`src/rtl/core/srrm_ram.sv`:
```
// ----------------------------------------------------------------------------
// srrm_ram
// Generic simple dual-port RAM: one write port, one read port with a
// registered read.
// ----------------------------------------------------------------------------
module srrm_ram #(
  parameter int WIDTH = 8,
  parameter int DEPTH = 16,
  localparam int AW = (DEPTH > 1) ? $clog2(DEPTH) : 1
) (
  input  logic             clk,
  input  logic             we,
  input  logic [AW-1:0]    waddr,
  input  logic [WIDTH-1:0] wdata,
  input  logic             re,
  input  logic [AW-1:0]    raddr,
  output logic [WIDTH-1:0] rdata
);

  logic [WIDTH-1:0] mem [DEPTH];
  logic [WIDTH-1:0] rdata_r;

  // write port
  always_ff @(posedge clk) begin
    if (we) begin
      mem[waddr] <= wdata;
    end
  end

  // registered read port
  always_ff @(posedge clk) begin
    if (re) begin
      rdata_r <= mem[raddr];
    end
  end

  assign rdata = rdata_r;

endmodule

```
`config.mk`:
```
export PLATFORM = sky130hd
export DESIGN_NAME = srrm_ram
export DESIGN_NICKNAME = d
export VERILOG_FILES = /design/src/rtl/core/srrm_ram.sv
export SDC_FILE = /design/constraint.sdc
export NUM_CORES = 1
export LEC_CHECK = 0
export ABC_AREA = 1
export BUFFER_PORTS_ARGS = -buffer_cell sky130_fd_sc_hd__buf_2
export CAP_MARGIN = 20
export CORE_AREA = 5 5 115 117
export CTS_CLUSTER_SIZE = 24
export DETAILED_ROUTE_END_ITERATION = 16
export DIE_AREA = 0 0 120 122
export PLACE_DENSITY = 0.66
export SLEW_MARGIN = 20
export SYNTH_ARGS = -nofsm -noshare
export SYNTH_HDL_FRONTEND = slang
export SYNTH_SLANG_ARGS = --single-unit
```
`constraint.sdc`:
```
create_clock -name clk -period 1.6 [get_ports clk]
set_input_delay 0 -clock clk [delete_from_list [all_inputs] [get_ports clk]]
set_output_delay 0 -clock clk [all_outputs]
set_load 0.01 [all_outputs]
```
==> results.json <==
{
  "ys_seq_area_frac": 0.698,
  "timing.max_slew.rel_slack": 0.609,
  "drive_gt1_frac": 0.128,
  "maxSlewViolCount": 0,
  "cts.reportedPaths.clkPinSlew_ps": 60,
  "p_comb_frac": 0.060,
  "routed_wl_mm": 13.3,
  "cp_data_arrival_time_ps": 1340,
  "seq_area_mm2": 0.00408,
  "die_width_um": 120,
  "maxUsedRoutingLayer": "met4",
  "rr_worst_depth": 6,
  "timing.hold.worst_path_depth": 1,
  "postSynthRegisterBits": 136,
  "flow.area_growth_from_synthesis_pct": 15.6,
  "numPlacedInstances": 725,
  "antenna_found_initial": 0,
  "std_cell_core_area_mm2": 0.0123,
  "grt_util_all_layers": 0.192,
  "cts_made_buffers": 17,
  "power.share.sequential": 0.490,
  "row_count": 41,
  "synth_fp_nets": 570,
  "met2_length_mm": 6.23,
  "setup.worst_path.class": "reg2reg",
  "clk_buf_depth": 2,
  "cts.repair_timing.setup_buffer_count": 0,
  "worst_setup_path_startpoint": "mem[9][5]",
  "tritoncts": "built",
  "global_route_wire_length_before_repair_mm": 20.8,
  "clock_tree.root_cell": "sky130_fd_sc_hd__clkbuf_16",
  "max_clock_skew_ps": 4.89,
  "worst_setup_path_start_kind": "register",
  "synth.distinct_cells": 11,
  "sum_of_negative_setup_slack_ps": 0,
  "detailedRoute.firstPassIterationCount": 5,
  "finalHoldWorstSlack_ps": 7.32,
  "crit_path_max_fanout": 1,
  "vdd_drop_max_mv": 0.585,
  "ys.warnings.count": 0,
  "worstHoldPathType": "in2reg",
  "grt_pass1_vias": 3718,
  "route.detailed.vias_per_inst": 5.13,
  "power_density_mw_per_mm2": 1220,
  "power.total_w": 0.00823,
  "worst_skew_pair_latency_ps": 410,
  "postCtsResizedCells": 0,
  "p_sw_w": 0.00180,
  "cts_num_sinks": 136,
  "nNetsFinal": 615,
  "hpwl_mm": 8.25,
  "final_setup_violating_endpoints": 0,
  "count_of_mapped_cells_out_of_synthesis": 551,
  "p_clk_frac": 0.450,
  "max-cap-violations": 0,
  "worstSetupEndpointType": "register",
  "hold_sp": "wdata[1]",
  "postSynthAreaPerCell_um2": 10.6,
  "grt_max_degree": 65,
  "n_antenna_cell": 0,
  "cp_data_required_time_ps": 1760,
  "period_minus_slack_ps": 1180,
  "initial_utilization": 0.477,
  "routability_congestion_estimate_from_global_placement": 0.835,
  "grt-ovfl-total": 0,
  "route.detailed.drc": 0,
  "p_leak_nw": 2.92,
  "route.vias.total": 3896,
  "clock.fmax_mhz": 846,
  "die_area_mm2": 0.0146,
  "synth_area_mm2": 0.00585,
  "fillerInstances": 1060,
  "h-tree-depth": 4,
  "ant_nets": 0,
  "wl_met3_um": 885,
  "routedWlPerCell_um": 17.6,
  "drt-initial-drc-count": 552,
  "swShare": 0.219,
  "outcome": "finished, final reports clean",
  "wl_met1_mm": 5.86,
  "timing.final.crit_share": 0.739,
  "r2r_start": "mem[9][5]",
  "final_hold_violation_count": 0,
  "buffer_ports.inserted": 26,
  "tightestPinTransition_ps": 585,
  "chipHeight_um": 122,
  "top_level_ports": 27,
  "setup_repair_after_global_routing_missed_its_margin": "false",
  "finalNonFillerCells": 759,
  "cell_internal_pwr_w": 0.00643,
  "multiInputGateArea_mm2": 0.00121
}
[repair_timing]
item,4_1_cts,5_1_grt
hold buffers,2,0
endpoints found under the setup margin,0,0
hold endpoints to repair,24,0
[cells in the final DEF (no fill, tap or decap), types with 2 or more instances in the layout]
master,Yosys,routed
sky130_fd_sc_hd__buf_2,13,26
sky130_fd_sc_hd__inv_1,100,100
sky130_fd_sc_hd__inv_2,2,2
sky130_fd_sc_hd__clkinv_4,0,2
sky130_fd_sc_hd__nand2_1,173,173
sky130_fd_sc_hd__dlygate4sd3_1,0,2
sky130_fd_sc_hd__buf_4,4,21
sky130_fd_sc_hd__clkinv_2,0,3
sky130_fd_sc_hd__bufinv_16,0,2
sky130_fd_sc_hd__clkinvlp_4,0,4
sky130_fd_sc_hd__edfxtp_1,136,136
sky130_fd_sc_hd__nor2_1,17,17
sky130_fd_sc_hd__nand3b_1,2,2
sky130_fd_sc_hd__clkbuf_16,0,17
sky130_fd_sc_hd__nand3_1,97,97
sky130_fd_sc_hd__clkinv_1,0,3
[synthesized netlist by cell type]
library cell	number	area, um2
sky130_fd_sc_hd__nand2_1	173	649
sky130_fd_sc_hd__edfxtp_1	136	4080
sky130_fd_sc_hd__inv_1	100	375
sky130_fd_sc_hd__nand3_1	97	485
sky130_fd_sc_hd__nor2_1	17	63.8
sky130_fd_sc_hd__buf_2	13	65.1
sky130_fd_sc_hd__buf_6	6	67.6
sky130_fd_sc_hd__buf_4	4	30.0
sky130_fd_sc_hd__inv_2	2	7.51
sky130_fd_sc_hd__nand3b_1	2	15.0
sky130_fd_sc_hd__buf_1	1	3.75
[critical path: stages (launching register included)]
cell and delay (ps):
sky130_fd_sc_hd__edfxtp_1 360, sky130_fd_sc_hd__inv_1 80, sky130_fd_sc_hd__nand2_1 70, sky130_fd_sc_hd__nand3_1 110, sky130_fd_sc_hd__nand3_1 130, sky130_fd_sc_hd__nand3_1 120, sky130_fd_sc_hd__nand2_1 60
[final cells by class]
type | count | area share
multi-input cells | 289 | 0.180
repair buffers | 50 | 0.0485
clock buffers | 18 | 0.0635
inverters | 102 | 0.0566
clock inverters | 14 | 0.0198
well taps | 150 | 0.0278
flip-flops and latches | 136 | 0.604
[power by group through the flow]
stage                     registers [W]  logic [W]  clock network [W]
final                           0.00404   0.000494            0.00370
after global routing            0.00404   0.000546            0.00392
after CTS                       0.00404   0.000497            0.00374
after detailed placement        0.00411   0.000490                  0
after global placement          0.00411   0.000487                  0
after floorplan                 0.00411   0.000281                  0
[per-layer routing]
| metal | track usage | up-vias |
|---|---|---|
| met2 | 0.294 | 145 |
| met1 | 0.267 | 1852 |
| met5 | 0 | - |
| met3 | 0.0422 | 23 |
| met4 | 0.0823 | 0 |
| li1 | - | 1876 |
[cell families (layout without fill, tap and decap cells)]
family / Yosys count / in the layout / synth area share
simple gates: 289 / 289 / 0.208
flops: 136 / 136 / 0.698
buf+inv: 126 / 184 / 0.0939
[path summary, 6_finish.rpt]
kind | end | slack (ps)
worst max register to register | rdata[5] | 420
worst max-delay path | rdata[5] | 420
worst min-delay path | mem[0][1] | 7
worst min register to register | rdata[3] | 770
[registers in the layout (all words and copies together) (netlist names)]
register	cells
mem	128
rdata	8
[stage by stage]
step,instance area (um2),setup slack (ps),utilization
finish,6760,418,0.551
global route,6760,366,0.551
CTS,6760,416,0.551
detailed placement,6180,221,0.504
global placement,6180,238,0.504
floorplan,5850,649,-
(Power assumes the default switching activity.)
