### src/rtl/core/srrm_pkg.sv
// ----------------------------------------------------------------------------
// srrm_pkg
// Shared types and constants of the staged range remapper: request and
// result payloads, the stored table entry, the match result and the
// sequencer states.
// ----------------------------------------------------------------------------
package srrm_pkg;

  // default geometry of the remap tables
  localparam int STAGE_COUNT_DEF       = 7;
  localparam int ENTRIES_PER_STAGE_DEF = 64;

  localparam int WORD_W = 32;

  // request modes
  localparam logic [1:0] MODE_LOAD   = 2'd0;
  localparam logic [1:0] MODE_MAP    = 2'd1;
  localparam logic [1:0] MODE_REPORT = 2'd2;

  // result kinds
  localparam logic KIND_LOCATION = 1'b0;
  localparam logic KIND_MINIMUM  = 1'b1;

  // input request payload
  typedef struct packed {
    logic [1:0]        mode;
    logic [2:0]        stage;
    logic [5:0]        slot;
    logic [WORD_W-1:0] dest_base;
    logic [WORD_W-1:0] source_base;
    logic [WORD_W-1:0] span;
    logic [WORD_W-1:0] value_in;
  } srrm_in_t;

  // result payload
  typedef struct packed {
    logic              kind;
    logic [WORD_W-1:0] location;
    logic [WORD_W-1:0] minimum;
    logic              any_seen;
  } srrm_out_t;

  // one word of the table memory
  typedef struct packed {
    logic              valid;
    logic [WORD_W-1:0] dest_base;
    logic [WORD_W-1:0] source_base;
    logic [WORD_W-1:0] span;
  } srrm_entry_t;

  // outcome of testing one entry against a value
  typedef struct packed {
    logic              hit;
    logic [WORD_W-1:0] value;
  } srrm_match_t;

  // sequencer states
  typedef enum logic [2:0] {
    ST_CLEAR,
    ST_IDLE,
    ST_SCAN,
    ST_FINISH,
    ST_REPORT
  } srrm_state_t;

endpackage

### src/rtl/core/srrm_match.sv
// ----------------------------------------------------------------------------
// srrm_match
// Tests one table entry against a value: hit when the entry is valid and
// the value lies in [source_base, source_base + span), with the range end
// formed in 33 bits. Also forms the remapped value modulo 2^32.
// ----------------------------------------------------------------------------
module srrm_match
  import srrm_pkg::*;
(
  input  srrm_entry_t       entry,
  input  logic [WORD_W-1:0] value,
  output srrm_match_t       res
);

  logic [WORD_W:0] lo;
  logic [WORD_W:0] hi;
  logic [WORD_W:0] val_ext;

  // range bounds without wrap
  assign lo      = {1'b0, entry.source_base};
  assign hi      = lo + {1'b0, entry.span};
  assign val_ext = {1'b0, value};

  // hit test and offset move
  assign res.hit   = entry.valid && (val_ext >= lo) && (val_ext < hi);
  assign res.value = value - entry.source_base + entry.dest_base;

endmodule

### config.mk
export PLATFORM = sky130hd
export DESIGN_NAME = srrm_match
export DESIGN_NICKNAME = d
export VERILOG_FILES = /design/src/rtl/core/srrm_pkg.sv /design/src/rtl/core/srrm_match.sv
export SDC_FILE = /design/constraint.sdc
export NUM_CORES = 1
export LEC_CHECK = 0
export ABC_AREA = 1
export BUFFER_PORTS_ARGS = -buffer_cell sky130_fd_sc_hd__buf_4
export CAP_MARGIN = 10
export CORE_MARGIN = 4
export CORE_UTILIZATION = 52
export DETAILED_ROUTE_END_ITERATION = 6
export PLACE_DENSITY = 0.8
export SLEW_MARGIN = 20
export SYNTH_ARGS = -nofsm -noshare
export SYNTH_HDL_FRONTEND = slang
export SYNTH_SLANG_ARGS = --single-unit
### constraint.sdc
create_clock -name vclk -period 3.5
set_input_delay 0.7 -clock vclk [all_inputs]
set_output_delay 0.7 -clock vclk [all_outputs]
set_load 0.1 [all_outputs]
==> results of run 1 <==
[per-stage QoR]
| stage | hold WS (ns) | instances |
|---|---|---|
| after global placement | 1.90 | 1605 |
| after floorplan | 1.74 | 1055 |
| after detailed placement | 1.90 | 1605 |
[Yosys cell counts, types with 2 or more instances]
master / instances / share of area [%]
xnor2_1: 21 / 2.8
nand3b_1: 2 / 0.23
ha_1: 127 / 25
o211ai_1: 2 / 0.23
nor3_1: 6 / 0.46
and2_1: 2 / 0.19
a21oi_2: 9 / 1.2
o21bai_1: 18 / 2.1
o21ai_2: 8 / 1.1
nor4_1: 4 / 0.39
nand3_1: 38 / 2.9
fa_1: 32 / 9.9
a21oi_1: 89 / 6.9
o2111ai_1: 2 / 0.27
o21ai_1: 7 / 0.54
o21ai_0: 26 / 2.0
nand2_2: 8 / 0.77
a21boi_0: 6 / 0.70
inv_1: 267 / 16
xor2_1: 30 / 4.1
a21o_1: 13 / 1.5
nor2_2: 6 / 0.58
nand4_1: 9 / 0.87
o221ai_1: 2 / 0.27
a31oi_1: 6 / 0.58
nand2_1: 219 / 13
nor2_1: 84 / 4.9
[kinds of logic after synthesis]
family,count (synthesis)
adder cells (fa/ha/maj),159
AO/OA/AOI/OAI,193
buffers and inverters,269
XOR/XNOR,51
AND/OR/NAND/NOR,383
==> impl_metrics.json, run 1 <==
{
  "status": "aborted with a tool error",
  "lastStage": "clock tree synthesis",
  "firstError": "[ERROR DPL-0033] detailed placement checks failed during check placement.",
  "die_w_um": 119,
  "synth_compound_area_share_pct": 18.1,
  "postSynthAreaPerCell_um2": 6.12,
  "synth_nets": 1343,
  "ctsHoldBuffers": 0,
  "synth_fa_ha_area_share_pct": 34.5,
  "ys_seq_area_share_pct": 0,
  "syn_area_mm2": 0.00646,
  "netlist_instances": 1055,
  "synth-xor-area-share_pct": 6.91,
  "start_util_pct": 53.3,
  "yosysWarnings": 0,
  "dp_slack_ns": -0.861,
  "synthMuxAreaShare_pct": 0,
  "synth_top_family_by_area": "adder cells",
  "hpwl_um": 23500,
  "ys_types": 39,
  "cts_setup_buffers": 31,
  "fp.dieH_um": 119,
  "port_buffers": 162,
  "gp_congestion": 0.996,
  "rows": 40,
  "synth-simple-area-share_pct": 24.9,
  "cts_resized": 229,
  "pin_count": 162,
  "placed_area_mm2": 0.0108
}
==> run 2, diff against run 1 <==
Settings changed: CORE_UTILIZATION 52 to 40, PLACE_DENSITY 0.8 to not set, PLACE_DENSITY_LB_ADDON set to 0.15.
Clock period 3.5 ns to 4.55 ns, I/O delays scaled along.
==> impl_metrics.json, run 2 <==
{
  "grt_overflow": 0,
  "maxCapViolations": 0,
  "postSynthAreaPerCell_um2": 6.12,
  "worst-slew-pin-transition_ns": 0.476,
  "rows": 46,
  "yosysWarnings": 0,
  "crit_required_ns": 3.64,
  "netlist_instances": 1055,
  "place_inst": 1481,
  "finalSetupTns_ns": -0.00706,
  "p_int_mw": 0.825,
  "critical_path_arrival_ns": 3.65,
  "crit_start": "entry[0]",
  "dieArea_mm2": 0.0183,
  "seq_area_um2": 0,
  "fp.dieH_um": 135,
  "vias": 7037,
  "area_delta_synth_final_pct": 34.7,
  "slew-limit-headroom_pct": 67.9,
  "synth_top_area_share_pct": 24.6,
  "port_buffers": 162,
  "hpwl_um": 18700,
  "layout_commonest_cell": "inv_1",
  "hold_violations": 0,
  "nets": 1556,
  "critPathKind": "in2out",
  "syn_area_mm2": 0.00646,
  "path_max_fanout": 4,
  "p_leak_nw": 5.06,
  "finalSetupViolations": 1,
  "switchingPower_mw": 1.92,
  "cp-start-kind": "primary input",
  "ant_nets": 0,
  "crit_chain": "buf_8, ha_4, fa_2, nand2_2, nand3_2, and2_4, a21oi_4, o21ai_4, xor2_1, ha_1, nand2_1, nor2_2, nand3_1, nor2_1, nor2_1, nand3_1, nand2_1, nand2_1, nand2_1, a21oi_2, nor2_2, buf_12",
  "placed_area_mm2": 0.00847,
  "fin_cells": 1482,
  "max_freq_mhz": 219,
  "gp_congestion": 0.925,
  "ys_seq_area_share_pct": 0,
  "stdcell_area_mm2": 0.00870,
  "grt_max_degree": 7,
  "grt_pass1_vias": 6923,
  "fin_ws_ns": -0.00706,
  "finalWirelength_um": 20000,
  "synth_commonest_cells": "inv_1, nand2_1, ha_1, a21oi_1, nor2_1",
  "peakVddDrop_v": 0.000285,
  "routedWlPerCell_um": 13.5,
  "drtPass1Iterations": 5,
  "status": "finished, violations left",
  "seq_power_share_pct": 0,
  "drv_slew": 0,
  "rsz0062_at_grt": "yes",
  "ys_types": 39,
  "synth_nets": 1343,
  "crit_path_frequent_cell": "nand2_1",
  "drt_first_iter_violations": 358,
  "core_area_mm2": 0.0158,
  "hp-class": "in2out",
  "clkbuf_count": 0,
  "slowest_stage": "fa_2",
  "gr-usage-all-layers_pct": 21.4,
  "period_minus_slack_ns": 4.56,
  "synth.most_common_cell": "inv_1",
  "die_w_um": 135,
  "synth_area_leaders": "ha_1, inv_1, nand2_1",
  "cp-endpoint": "res[32]",
  "pin_count": 162,
  "end_kind": "output port",
  "slowest_delay_ns": 0.34,
  "seq_cells": 0,
  "drive_gt1_share_pct": 23.8,
  "multi_input_area_mm2": 0.00579,
  "layout_common_cells": "inv_1, nand2_1, buf_4",
  "fin_crit_sh_pct": 100,
  "yosys.area.top_type": "ha_1",
  "power_frac_comb_pct": 100.0,
  "antenna_found_initial": 0,
  "fillCellCount": 1658,
  "grt_first_pass_wirelength_um": 32200,
  "violations": "negative setup slack",
  "vias_per_cell": 4.75,
  "start_util_pct": 40.8,
  "swShare_pct": 69.9,
  "drc": 0,
  "cellPowerDensity_mw_per_mm2": 315,
  "power_frac_clock_pct": 0,
  "diodes": 0
}
==> run 2: area by class of cell <==
class	instances	area share (%)
multi-input combinational	786	66.5
timing repair buffer	211	18.8
inverter	269	11.6
tap	216	3.11
==> run 2: how the worst min path moves through the flow <==
stage	startpoint	to	slack [ns]	cells past startpoint
floorplan	entry[96]	res[32]	2.19	4
global placement	value[0]	res[0]	2.31	3
detailed placement	value[0]	res[0]	2.31	3
CTS	value[0]	res[0]	2.31	3
global route	value[0]	res[0]	2.33	3
finish	value[0]	res[0]	2.31	3
==> run 2: metal layers <==
layer / wire length (µm) / GRT usage (%) / vias to the layer above
li1: - / - / 3751
met1: 9710 / 30.1 / 3146
met2: 9480 / 38.2 / 130
met3: 616 / 0.484 / 10
met4: 167 / 1.85 / 0
met5: 0 / 0 / -
==> run 2: cell families after synthesis <==
kind of cell	Yosys count	share of synthesized area (%)
AO/OA/AOI/OAI	193	18.1
XOR/XNOR	51	6.91
adder cells (fa/ha/maj)	159	34.5
buffers and inverters	269	15.6
AND/OR/NAND/NOR	383	24.9
==> run 2: stage by stage <==
| step | setup WS (ns) | power, mW | hold slack (ns) | utilization [%] |
|---|---|---|---|---|
| 2_1_floorplan | -0.311 | 2.04 | 2.19 | - |
| 3_3_place_gp | -0.194 | 2.65 | 2.31 | 53.5 |
| 3_5_place_dp | -0.249 | 2.67 | 2.31 | 53.5 |
| 4_1_cts | -0.0579 | 2.70 | 2.31 | 54.1 |
| 5_1_grt | -0.183 | 2.96 | 2.33 | 55.0 |
| 6_report | -0.00706 | 2.74 | 2.31 | 55.0 |
==> run 2: what timing repair did <==
item                                   CTS  global route
hold buffers                             0             0
setup endpoints to repair                1             9
pin swaps                               10            15
setup buffers                            0             1
endpoints found under the hold margin    0             0
resized for setup                       22            32
==> run 2: power by group through the flow <==
stage	clock [mW]	sequential [mW]	combinational, mW
4_1_cts	0	0	2.70
6_report	0	0	2.74
2_1_floorplan	0	0	2.04
3_5_place_dp	0	0	2.67
3_3_place_gp	0	0	2.65
5_1_grt	0	0	2.96
==> run 2: worst max-delay path: cells and delay by family <==
kind,cells,cell delay (ns)
adders and majority gates,3,0.80
AOI/OAI and AO/OA,3,0.45
xor gates and xnor gates,1,0.16
and+or+nand+nor,13,1.05
buffers and inverters,2,0.26
(Power assumes the default switching activity.)
